[config.mk]
export PLATFORM = sky130hd
export DESIGN_NAME = psc_sequencer
export DESIGN_NICKNAME = d
export VERILOG_FILES = /design/src/sv/psc_pkg.sv /design/src/sv/psc_sequencer.sv
export SDC_FILE = /design/constraint.sdc
export NUM_CORES = 1
export LEC_CHECK = 0
export BUFFER_PORTS_ARGS = -buffer_cell sky130_fd_sc_hd__buf_2
export CELL_PAD_IN_SITES_DETAIL_PLACEMENT = 0
export CELL_PAD_IN_SITES_GLOBAL_PLACEMENT = 1
export CORE_AREA = 2 2 48 50
export DETAILED_ROUTE_END_ITERATION = 10
export DIE_AREA = 0 0 50 52
export PLACE_DENSITY = 0.78
export SYNTH_ARGS = -nofsm -noshare
export SYNTH_HDL_FRONTEND = slang
export SYNTH_SLANG_ARGS = --single-unit
[constraint.sdc]
create_clock -name clk -period 6.4 [get_ports clk]
set_input_delay 0.32 -clock clk [delete_from_list [all_inputs] [get_ports clk]]
set_output_delay 0.32 -clock clk [all_outputs]
set_load 0.01 [all_outputs]
[src/sv/psc_pkg.sv]
`timescale 1ns / 1ps
// psc_pkg: types, constants, shift table and microprogram of the pressure
// sensor compensation block. No dependencies.
package psc_pkg;

  localparam int RAW_W    = 24;
  localparam int COEF_W   = 16;
  localparam int VALUE_W  = 32;
  localparam int DT_W     = 26;   // stored temperature difference
  localparam int MUL_W    = 30;   // signed multiplier operands
  localparam int PROD_W   = 2 * MUL_W;
  localparam int ACC_W    = 64;
  localparam int SENS_W   = 39;
  localparam int OFF_W    = 41;
  localparam int MAG_W    = 28;   // magnitude of psi-scaled pressure
  localparam int QUOT_W   = 14;
  localparam int REM_W    = 14;
  localparam int FRAC_W   = 27;
  localparam int SH_W     = 5;
  localparam int PC_W     = 5;
  localparam int IDX_W    = 3;
  localparam int VAR_W    = 4;

  localparam int SENS_SPLIT    = 20;  // sens split into high and low part for sens * raw
  localparam int PROD_SHIFT    = 21;
  localparam int PSI_SHIFT     = 15;
  localparam int RECIP1_SHIFT  = 42;
  localparam int RECIP2_SHIFT  = 41;

  localparam logic signed [ACC_W-1:0] TEMP_BASE = 64'sd2000;
  localparam logic signed [MUL_W-1:0] PA_NUM    = 30'sd6895;
  localparam logic signed [MUL_W-1:0] PA_DEN    = 30'sd10000;
  // ceil(2^42 / 10000) and ceil(2^41 / 10000): exact floor division for
  // 28-bit and 27-bit dividends
  localparam logic signed [MUL_W-1:0] RECIP1    = 30'sd439804652;
  localparam logic signed [MUL_W-1:0] RECIP2    = 30'sd219902326;

  typedef struct packed {
    logic                      op;
    logic [RAW_W-1:0]          raw_value;
  } in_item_t;

  typedef struct packed {
    logic                      kind;
    logic signed [VALUE_W-1:0] value;
  } out_item_t;

  typedef struct packed {
    logic [IDX_W-1:0]          index;
    logic [COEF_W-1:0]         data;
  } cfg_item_t;

  typedef enum logic [IDX_W-1:0] {
    REG_RANGE_VARIANT,
    REG_SENS,
    REG_OFFSET,
    REG_SENS_TC,
    REG_OFFSET_TC,
    REG_REF_TEMP,
    REG_TEMP_SENS
  } cfg_reg_e;

  typedef struct packed {
    logic [COEF_W-1:0] sens;
    logic [COEF_W-1:0] offset;
    logic [COEF_W-1:0] sens_tc;
    logic [COEF_W-1:0] offset_tc;
    logic [COEF_W-1:0] ref_temp;
    logic [COEF_W-1:0] temp_sens;
  } coeffs_t;

  typedef struct packed {
    logic [SH_W-1:0] sens_sh;
    logic [SH_W-1:0] off_sh;
    logic [SH_W-1:0] sens_tc_sh;
    logic [SH_W-1:0] off_tc_sh;
    logic [SH_W-1:0] ref_sh;
    logic [SH_W-1:0] temp_sh;
  } shift_row_t;

  typedef enum logic [3:0] {
    ALU_NOP,
    ALU_DT,        // dt = raw - (ref << q)
    ALU_TEMP,      // acc = 2000 + (prod >>> q)
    ALU_OFF,       // off = base + (prod >>> q)
    ALU_SENS,      // sens = base + (prod >>> q)
    ALU_ACC_HI,    // acc = prod << 20
    ALU_ACC_ADD,   // acc += prod
    ALU_SUB_OFF,   // acc = (acc >>> 21) - off
    ALU_MAG,       // sign and magnitude of acc >>> 15
    ALU_QUOT,      // quot = prod >> 42
    ALU_REM,       // rem = mag - prod
    ALU_FRAC,      // frac = prod
    ALU_ACC_LOAD,  // acc = prod
    ALU_ACC_FRAC,  // acc += prod >> 41
    ALU_SIGN       // acc = neg ? -acc : acc
  } alu_op_t;

  typedef enum logic [3:0] {
    MUL_NONE,
    MUL_DT_C5,
    MUL_DT_C3,
    MUL_DT_C2,
    MUL_SH_RAW,
    MUL_SL_RAW,
    MUL_MAG_R1,
    MUL_QUOT_DEN,
    MUL_REM_NUM,
    MUL_QUOT_NUM,
    MUL_FRAC_R2
  } mul_sel_t;

  typedef enum logic [1:0] {
    JMP_NEXT,
    JMP_GOTO,
    JMP_FETCH
  } jmp_t;

  typedef struct packed {
    alu_op_t          alu;
    mul_sel_t         mul;
    jmp_t             jmp;
    logic [PC_W-1:0]  target;
    logic             emit;
  } ucode_t;

  // datapath controls for one cycle
  typedef struct packed {
    alu_op_t  alu;
    mul_sel_t mul;
    logic     load_in;
    logic     emit;
  } dp_ctl_t;

  localparam logic [PC_W-1:0] PC_FETCH = 5'd0;
  localparam logic [PC_W-1:0] PC_TEMP  = 5'd1;
  localparam logic [PC_W-1:0] PC_PRES  = 5'd4;

  function automatic shift_row_t shift_row(input logic [VAR_W-1:0] variant);
    shift_row_t r;
    unique case (variant)
      4'd0:    r = '{5'd15, 5'd17, 5'd7, 5'd5, 5'd7, 5'd21};
      4'd1:    r = '{5'd14, 5'd16, 5'd8, 5'd6, 5'd7, 5'd22};
      4'd2:    r = '{5'd16, 5'd18, 5'd6, 5'd4, 5'd7, 5'd22};
      4'd3:    r = '{5'd16, 5'd17, 5'd6, 5'd5, 5'd7, 5'd21};
      4'd4:    r = '{5'd17, 5'd19, 5'd5, 5'd3, 5'd7, 5'd22};
      4'd5:    r = '{5'd16, 5'd17, 5'd6, 5'd5, 5'd7, 5'd22};
      4'd6:    r = '{5'd16, 5'd17, 5'd6, 5'd5, 5'd7, 5'd22};
      4'd7:    r = '{5'd17, 5'd19, 5'd5, 5'd3, 5'd7, 5'd22};
      4'd8:    r = '{5'd17, 5'd18, 5'd5, 5'd4, 5'd7, 5'd22};
      4'd9:    r = '{5'd17, 5'd18, 5'd5, 5'd4, 5'd7, 5'd22};
      // last row, also used for variants above the table
      default: r = '{5'd18, 5'd21, 5'd4, 5'd1, 5'd7, 5'd22};
    endcase
    return r;
  endfunction

  function automatic ucode_t ucode(input logic [PC_W-1:0] pc);
    ucode_t cw;
    cw.alu    = ALU_NOP;
    cw.mul    = MUL_NONE;
    cw.jmp    = JMP_NEXT;
    cw.target = PC_FETCH;
    cw.emit   = 1'b0;
    unique case (pc)
      PC_FETCH:         cw.jmp = JMP_FETCH;
      // temperature
      PC_TEMP:          cw.alu = ALU_DT;
      PC_TEMP + 5'd1:   cw.mul = MUL_DT_C5;
      PC_TEMP + 5'd2: begin
        cw.alu  = ALU_TEMP;
        cw.emit = 1'b1;
        cw.jmp  = JMP_GOTO;
      end
      // pressure
      PC_PRES:          cw.mul = MUL_DT_C3;
      PC_PRES + 5'd1: begin
        cw.mul = MUL_DT_C2;
        cw.alu = ALU_OFF;
      end
      PC_PRES + 5'd2:   cw.alu = ALU_SENS;
      PC_PRES + 5'd3:   cw.mul = MUL_SH_RAW;
      PC_PRES + 5'd4: begin
        cw.mul = MUL_SL_RAW;
        cw.alu = ALU_ACC_HI;
      end
      PC_PRES + 5'd5:   cw.alu = ALU_ACC_ADD;
      PC_PRES + 5'd6:   cw.alu = ALU_SUB_OFF;
      PC_PRES + 5'd7:   cw.alu = ALU_MAG;
      PC_PRES + 5'd8:   cw.mul = MUL_MAG_R1;
      PC_PRES + 5'd9:   cw.alu = ALU_QUOT;
      PC_PRES + 5'd10:  cw.mul = MUL_QUOT_DEN;
      PC_PRES + 5'd11:  cw.alu = ALU_REM;
      PC_PRES + 5'd12:  cw.mul = MUL_REM_NUM;
      PC_PRES + 5'd13: begin
        cw.mul = MUL_QUOT_NUM;
        cw.alu = ALU_FRAC;
      end
      PC_PRES + 5'd14: begin
        cw.mul = MUL_FRAC_R2;
        cw.alu = ALU_ACC_LOAD;
      end
      PC_PRES + 5'd15:  cw.alu = ALU_ACC_FRAC;
      PC_PRES + 5'd16: begin
        cw.alu  = ALU_SIGN;
        cw.emit = 1'b1;
        cw.jmp  = JMP_GOTO;
      end
      default:          cw.jmp = JMP_GOTO;
    endcase
    return cw;
  endfunction

endpackage

[src/sv/psc_sequencer.sv]
`timescale 1ns / 1ps
// psc_sequencer: step counter, control store lookup and jump logic.
// Depends on psc_pkg for the microprogram and control types.
module psc_sequencer (
  input  logic              clk,
  input  logic              rst,
  input  logic              in_valid,
  input  logic              in_op,
  input  logic              out_free,
  output logic              in_ready,
  output psc_pkg::dp_ctl_t  ctl
);

  logic [psc_pkg::PC_W-1:0] pc;
  logic [psc_pkg::PC_W-1:0] pc_next;
  psc_pkg::ucode_t          cw;
  logic                     stall;

  always_ff @(posedge clk) begin
    if (rst) begin
      pc <= psc_pkg::PC_FETCH;
    end else begin
      pc <= pc_next;
    end
  end

  always_comb begin
    cw       = psc_pkg::ucode(pc);
    in_ready = (cw.jmp == psc_pkg::JMP_FETCH);
    // a result step waits until the output register can take it
    stall    = cw.emit && !out_free;
    pc_next  = pc;
    if (!stall) begin
      unique case (cw.jmp)
        psc_pkg::JMP_NEXT:  pc_next = pc + psc_pkg::PC_W'(1);
        psc_pkg::JMP_GOTO:  pc_next = cw.target;
        psc_pkg::JMP_FETCH: begin
          if (in_valid) begin
            pc_next = in_op ? psc_pkg::PC_PRES : psc_pkg::PC_TEMP;
          end
        end
        default:            pc_next = psc_pkg::PC_FETCH;
      endcase
    end
    ctl.alu     = stall ? psc_pkg::ALU_NOP : cw.alu;
    ctl.mul     = stall ? psc_pkg::MUL_NONE : cw.mul;
    ctl.emit    = cw.emit && !stall;
    ctl.load_in = in_ready && in_valid;
  end

endmodule

==> qor.csv, run 1 <==
metric,value,unit
r2r endpoint,pc[2],
GRT Total Usage,0.156,
CP required,6.08,ns
worst hold slack,0.316,ns
setup TNS,0,ns
Critical Path AT,2.43,ns
Worst-Skew Late Latency,0.24,ns
VDD IR max,0.0751,mV
Starting Density,0.387,
post-synthesis compound-gate area fraction,0.264,
post-DR vias/cell,5.63,
endpoint class of the critical path,output port,
hold crit path type,in -> reg,
Worst R2R Path Depth,5,
Yosys reg bits,5,
HPWL after DPL,1350,um
Max Slew Vio Count,0,
commonest cells in the netlist,"a21oi_1 (9), inv_1 (8), nand2_1 (7), nor2_1 (7), clkbuf_1 (6)",
critical setup path kind,reg -> out,
Via Count,845,
Yosys Warn Count,0,
Hold Fails Final Rpt,0,
"non-filler cells, final",150,
number of buffers added on ports,15,
Hold Crit Start,rst,
Final Core Density,0.417,
Worst Hold End,pc[2],
Post-Syn Area,815,um^2
most instantiated library cell after synthesis,a21oi_1,
antenna-violating nets left,0,
Synth top area share,0.123,
final routed DRC violation total,0,
max FFs per register,5,
CORE AREA,2110,um^2
Worst-path clk slew,0.04,ns
Top reg by flops,pc,
CTS tree,yes,
slew margin rel.,0.447,
total power,0.123,mW
main combinational cell family by area after synthesis,simple AND/OR/NAND/NOR gates,
Post-Syn Instances,115,
endpoints failing setup,0,
"reg-to-reg slack, setup",3.92,ns
vias in the first global route,739,
row count,17,
number of flops mapped to enable cells by yosys,0,
Max Buffers Root-to-Sink,2,
NumNets Final,133,
RSZ-0062 raised after global routing,false,
critical-path maximum fanout,13,
WHS Path Cells,2,
Largest regs,pc: 5 flops,
Post-synth ARST share,0,
GPL Wtd Cong,0.859,
GRT overflow,0,
Num CTS Buffers,3,
Area growth syn-to-layout,7.68,%
leakage,0.359,nW
CTS Root Cell,clkbuf_4,
initial antenna violation count,0,
wire per inst,12.8,um
Max Cap Violations,0,
register area share after synthesis,0.123,
die area,2600,um^2
Tmin final,2.75,ns
first-pass GRT wire length,3220,um
Final Cycle Share,0.430,
H-Tree Level Count,1,
first drt pass iteration count,4,
height of the die,52,um
top post-synthesis cells by area,"dfxtp_1 (12%), ha_1 (7.7%), a21oi_1 (5.5%), buf_6 (4.1%), mux2_2 (4.1%)",
antenna fix cells,0,
die width,50,um
main flop type after synthesis,dfxtp_1,
post-synthesis simple-gate area fraction,0.321,
first-iteration detailed-routing DRC count,25,
post-CTS setup buffers,0,
placed insts,146,
skew final,0.00103,ns
largest net degree at the start of global routing,27,
CTS sink count,5,
"Distinct cells, synth",42,
PD cells,140,nW/um^2
Max Freq,0.363,GHz
post-synthesis mux area share,0.0661,
Yosys top cell by area,dfxtp_1,
I/O pin cnt,16,
startpoint types,flop,
Synth Area in XOR/XNOR,0.0215,
CTS Hold Buffers Added,0,
post-cts gate resize count,0,
status,"finished, final reports clean",
Syn Area/Cell,7.08,um^2
layout cells sized above 1,0.205,
Synth Area in Adders,0.0768,
Final Routed Wirelength,1930,um
Mapped Nets,125,
beginning of the worst register-to-register path,pc[1],
Worst-Margin Slew,0.828,ns
## worst max path at each step
stage / start / end / slack [ns] / cells after the start
3_3_place_gp: pc[1] / ctl[9] / 4.02 / 5
5_1_grt: pc[1] / ctl[7] / 3.47 / 5
4_1_cts: pc[1] / ctl[9] / 3.65 / 5
6_report: pc[1] / ctl[9] / 3.65 / 5
3_5_place_dp: pc[1] / ctl[9] / 3.90 / 5
2_1_floorplan: pc[2] / pc[1] / 4.36 / 8
## critical path, cell delays in order, from the launching register on
cell and delay [ns]:
dfxtp_1 0.39, ha_1 0.38, or3b_1 0.42, a211oi_2 0.74, nor2_1 0.10, buf_2 0.17
## power breakdown
group          internal (mW)  switching (mW)
sequential            0.0330         0.00469
clock                 0.0235          0.0117
combinational         0.0215          0.0286
total                 0.0780          0.0450
## stage by stage
step / cell area (um^2) / setup slack (ns)
2_1_floorplan: 815 / 4.36
3_3_place_gp: 851 / 4.02
3_5_place_dp: 851 / 3.90
4_1_cts: 877 / 3.65
5_1_grt: 877 / 3.47
6_report: 877 / 3.65
## cells in the final DEF, fill, tap and decap left out, types with 3 or more instances in the layout
master | synthesis | final
or2_2 | 3 | 3
nor2_1 | 7 | 7
o21ai_0 | 5 | 5
buf_2 | 2 | 15
a21oi_1 | 9 | 9
nand3b_1 | 3 | 3
dfxtp_1 | 5 | 5
nor3_1 | 4 | 4
or3_1 | 3 | 3
clkbuf_4 | 0 | 3
nor2b_1 | 3 | 3
mux2_2 | 3 | 3
ha_1 | 5 | 5
nand2b_1 | 3 | 3
nand3_1 | 3 | 3
inv_1 | 8 | 8
nand2_1 | 7 | 7
## metal layers
| layer | GRT usage | part of all wire | vias up |
|---|---|---|---|
| met4 | 0.0694 | 0.0073 | 0 |
| met1 | 0.222 | 0.49 | 391 |
| met5 | 0 | 0 | - |
| met2 | 0.237 | 0.46 | 24 |
| met3 | 0.0115 | 0.046 | 2 |
| li1 | - | - | 428 |
## final cells by class
type,instances,area (um^2)
multi-input combinational,90,611
sequential,5,100
fill,221,1230
tap,28,35.0
clock buffer,4,26.3
timing repair buffer,15,75.1
inverter,8,30.0
## cell families (layout without fill, tap and decap cells)
group | count (synthesis) | in the layout
xor+xnor | 2 | 2
mux | 5 | 5
flops | 5 | 5
compound gates | 32 | 32
buf+inv | 20 | 27
fa+ha+maj | 5 | 5
simple gates | 46 | 46
No activity file was read; power rests on OpenSTA's default activity.
==> run 2: changes to the inputs <==
CORE_AREA = 2 2 52 54   (was 2 2 48 50)
DIE_AREA = 0 0 54 56   (was 0 0 50 52)
PLACE_DENSITY = 0.7   (was 0.78)
clock period = 2.22 ns   (was 6.4 ns; I/O delays follow)
==> qor.csv, run 2 (synthesis gave the netlist of run 1 again) <==
metric,value,unit
status,"finished, final reports clean",
post-CTS setup buffers,0,
die area,3020,um^2
number of buffers added on ports,15,
CORE AREA,2430,um^2
leakage,0.412,nW
Hold Fails Final Rpt,0,
wire per inst,13.3,um
post-cts gate resize count,0,
layout cells sized above 1,0.303,
Worst R2R Path Depth,6,
vias in the first global route,746,
placed insts,158,
Critical Path AT,1.95,ns
Via Count,887,
largest net degree at the start of global routing,16,
critical-path maximum fanout,12,
CTS tree,yes,
die width,54,um
"most common cell after layout, fill and taps aside",buf_2,
GRT overflow,0,
first-iteration detailed-routing DRC count,17,
Final Core Density,0.404,
I/O pin cnt,16,
beginning of the worst register-to-register path,pc[1],
antenna fix cells,0,
Max Slew Vio Count,0,
setup TNS,0,ns
initial antenna violation count,0,
Worst-Margin Slew,0.520,ns
CTS Hold Buffers Added,0,
CTS sink count,5,
Top reg by flops,pc,
final routed DRC violation total,0,
Area growth syn-to-layout,20.7,%
GPL Wtd Cong,0.775,
antenna-violating nets left,0,
row count,18,
Final Routed Wirelength,2150,um
hold crit path type,in -> reg,
RSZ-0062 raised after global routing,false,
Tmin final,2.06,ns
Max Buffers Root-to-Sink,2,
NumNets Final,143,
critical setup path kind,reg -> out,
r2r endpoint,pc[1],
CTS Root Cell,clkbuf_4,
Num CTS Buffers,3,
Final Cycle Share,0.927,
Worst-Skew Late Latency,0.26,ns
slew margin rel.,0.652,
PD cells,395,nW/um^2
Largest regs,pc: 5 flops,
Starting Density,0.335,
startpoint types,flop,
post-DR vias/cell,5.48,
max FFs per register,5,
skew final,0.0101,ns
Max Cap Violations,0,
endpoint class of the critical path,output port,
Worst Setup SP,pc[0],
Worst setup endpoint,ctl[8],
endpoints failing setup,0,
first-pass GRT wire length,3480,um
VDD IR max,0.174,mV
most frequent cells in the layout,"buf_2 (15), a21oi_1 (9), buf_4 (9)",
"non-filler cells, final",162,
H-Tree Level Count,1,
"reg-to-reg slack, setup",0.24,ns
FILL cells,262,
first drt pass iteration count,4,
CP required,2.11,ns
HPWL after DPL,1540,um
GRT Total Usage,0.152,
height of the die,56,um
Worst-path clk slew,0.05,ns
Max Freq,0.486,GHz
==> run 2: cell type report <==
| type | count | area (um^2) | area share |
|---|---|---|---|
| clock buffer | 4 | 26.3 | 0.0267 |
| timing repair buffer | 25 | 163 | 0.165 |
| sequential | 5 | 103 | 0.104 |
| inverter | 8 | 30.0 | 0.0305 |
| multi-input combinational | 90 | 624 | 0.635 |
| tap | 30 | 37.5 | 0.0382 |
==> run 2: per-layer routing <==
layer  global-route usage  vias to the layer above  routed length (um)  part of all wire
li1                     -                      448                   -                 -
met1                0.235                      418                1070              0.50
met2                0.209                       18                 970              0.45
met3               0.0188                        3                  93             0.043
met4               0.0536                        0                  16            0.0074
met5                    0                        -                   0                 0
==> run 2: power by group <==
part | switching (mW) | total [mW] | internal (mW) | leakage (nW)
sequential | 0.00822 | 0.104 | 0.0957 | 0.0414
combinational | 0.0956 | 0.169 | 0.0737 | 0.355
clock | 0.0465 | 0.115 | 0.0685 | 0.0150
==> run 2: worst min path at each step <==
stage | cells after the start | endpoint | slack (ns) | from
6_report | 2 | pc[2] | 0.09 | rst
3_3_place_gp | 2 | pc[2] | 0.34 | rst
3_5_place_dp | 2 | pc[2] | 0.36 | rst
4_1_cts | 2 | pc[2] | 0.09 | rst
5_1_grt | 2 | pc[2] | 0.09 | rst
2_1_floorplan | 1 | pc[2] | 0.18 | rst
==> run 2: critical path, stage by stage (launching register included) <==
cell and delay, ns:
dfxtp_2 0.35, inv_1 0.09, ha_1 0.22, buf_4 0.18
or3_1 0.37, a22oi_1 0.17, o22a_1 0.15, nor2_1 0.04
buf_2 0.13
==> run 2: metrics by stage <==
stage	worst slack [ns]	hold slack (ns)	cell area [um^2]	total power, mW
after CTS	0.0716	0.0886	967	0.383
final	0.162	0.0877	983	0.388
after global routing	0.0288	0.0863	983	0.418
after detailed placement	0.152	0.355	941	0.269
after floorplan	0.179	0.183	815	0.221
after global placement	0.122	0.345	941	0.269
==> run 3: changes to the inputs <==
ABC_AREA = 1   (was not set)
CORE_AREA = 2 2 51 53   (was 2 2 52 54)
DIE_AREA = 0 0 53 55   (was 0 0 54 56)
PLACE_DENSITY = 0.68   (was 0.7)
==> qor.csv, run 3 <==
metric,value,unit
status,"finished, final reports clean",
RSZ-0062 raised after global routing,false,
NumNets Final,149,
Critical Path AT,1.80,ns
Final Routed Wirelength,1940,um
Area growth syn-to-layout,19.4,%
die width,53,um
CORE AREA,2360,um^2
CTS sink count,5,
Max Cap Violations,0,
PnR worst setup slack,0.308,ns
Largest regs,pc: 5 flops,
Yosys Warn Count,0,
first-iteration detailed-routing DRC count,21,
endpoint class of the critical path,output port,
Post-synth ARST share,0,
Worst-Skew Late Latency,0.24,ns
Num CTS Buffers,3,
Critical-path top delay cell,dfxtp_1,
CTS Root Cell,clkbuf_4,
post-CTS setup buffers,0,
Starting Density,0.292,
beginning of the worst register-to-register path,pc[4],
setup TNS,0,ns
worst slack at placement,0.352,ns
antenna fix cells,0,
Worst R2R Path Depth,10,
first drt pass iteration count,4,
Worst-path clk slew,0.04,ns
GPL Wtd Cong,0.957,
skew final,0.00145,ns
H-Tree Level Count,1,
"Buf+Inv Stages, Crit Path",2,
Tmin final,1.91,ns
HPWL after DPL,1610,um
critical-path maximum fanout,6,
Mapped Nets,130,
WHS Path Cells,2,
"reg-to-reg slack, setup",0.31,ns
height of the die,55,um
post-DR vias/cell,4.78,
endpoints failing setup,0,
PD cells,801,nW/um^2
GRT overflow,0,
first-pass GRT wire length,3150,um
"Distinct cells, synth",21,
hold crit path type,in -> reg,
leakage,0.451,nW
critical setup path kind,reg -> out,
global routing's busiest layer,met2,
Worst-Margin Slew,0.458,ns
VDD IR max,0.389,mV
Hold Fails Final Rpt,0,
register area share after synthesis,0.145,
most instantiated library cell after synthesis,nand2_1,
initial antenna violation count,0,
r2r endpoint,pc[4],
Yosys reg bits,5,
Max Buffers Root-to-Sink,2,
commonest cells in the netlist,"nand2_1 (30), nor2_1 (22), inv_1 (15)",
"Cell Chain, Critical Path","ha_1, inv_1, nor2_1, nand2_1, a21oi_4, a41oi_1, buf_2",
Via Count,803,
I/O pin cnt,16,
Crit path max-delay family,flip-flops,
Max Freq,0.523,GHz
Synth top area share,0.163,
largest net degree at the start of global routing,12,
met3 track demand over resource,0.0161,
main flop type after synthesis,dfxtp_1,
max FFs per register,5,
slew margin rel.,0.694,
number of flops mapped to enable cells by yosys,0,
FILL cells,288,
top post-synthesis cells by area,"nand2_1 (16%), dfxtp_1 (15%), nor2_1 (12%), ha_1 (9.1%), inv_1 (8.2%)",
die area,2920,um^2
wire per inst,11.6,um
Max Slew Vio Count,0,
Syn Area/Cell,5.75,um^2
Worst Hold End,pc[0],
post-cts gate resize count,0,
number of buffers added on ports,15,
Post-Syn Instances,120,
most frequent cells in the layout,"nand2_1 (30), nor2_1 (22), inv_1 (15), buf_2 (15), nand3_1 (11)",
met2 Usage GRT,0.265,
Hold Crit Start,rst,
CP required,2.11,ns
final routed DRC violation total,0,
CTS Hold Buffers Added,0,
startpoint types,flop,
"most common cell after layout, fill and taps aside",nand2_1,
Yosys top cell by area,nand2_1,
Top reg by flops,pc,
GRT met1 Usage,0.175,
Post-Syn Area,689,um^2
GRT Total Usage,0.146,
row count,18,
layout cells sized above 1,0.188,
antenna-violating nets left,0,
"slowest stage delay, CP",0.41,ns
CTS tree,yes,
vias in the first global route,762,
Final Cycle Share,0.861,
run 3: routing by layer:
| layer | wire length, um | up-vias |
|---|---|---|
| li1 | - | 425 |
| met1 | 887 | 357 |
| met2 | 974 | 21 |
| met3 | 79 | 0 |
| met4 | 0 | 0 |
| met5 | 0 | - |
run 3: per-stage QoR:
stage	util	instances	hold WS [ns]	power [mW]	area [um^2]
global route	0.348	168	0.0866	0.736	823
CTS	0.348	168	0.0778	0.666	823
detailed placement	0.337	164	0.335	0.557	797
floorplan	-	120	0.180	0.443	689
global placement	0.337	164	0.336	0.560	797
finish	0.348	168	0.0897	0.659	823
run 3: worst max-delay path by stage:
stage,from,endpoint,slack (ns),cells after the start
floorplan,pc[0],pc[4],0.61,12
global placement,pc[0],pc[4],0.35,12
detailed placement,pc[0],pc[4],0.35,12
CTS,pc[0],ctl[7],0.29,7
global route,pc[4],pc[4],0.1,10
finish,pc[0],ctl[7],0.31,7
run 3: logic make-up (layout without fill, tap and decap cells):
| family | after synthesis | after routing | share of synthesized area |
|---|---|---|---|
| xor gates and xnor gates | 2 | 2 | 0.0254 |
| and+or+nand+nor | 75 | 75 | 0.488 |
| buffers and inverters | 18 | 36 | 0.0998 |
| DFF | 5 | 5 | 0.145 |
| AOI/OAI and AO/OA | 15 | 15 | 0.151 |
| adders and majority gates | 5 | 5 | 0.0907 |
run 3: area by class of cell:
| cell class | instances | area, um^2 | area share |
|---|---|---|---|
| sequential | 5 | 100 | 0.122 |
| timing repair buffer | 15 | 75.1 | 0.0912 |
| inverter | 17 | 63.8 | 0.0775 |
| tap | 30 | 37.5 | 0.0456 |
| clock buffer | 4 | 26.3 | 0.0319 |
| multi-input combinational | 97 | 520 | 0.632 |
run 3: worst reg2reg max path, cell delays in order (launching register included):
cell and delay (ns):
dfxtp_1 0.59, inv_2 0.15, ha_1 0.25, inv_1 0.07, nand2_1 0.06, nor3_1 0.28
nand2_1 0.12, nand2_1 0.11, nor2_1 0.05, nand2_1 0.05, a21oi_1 0.06
run 3: power by group:
group	switching, mW	internal (mW)	total (mW)
combinational	0.277	0.150	0.427
clock	0.0359	0.0679	0.104
sequential	0.0220	0.107	0.129
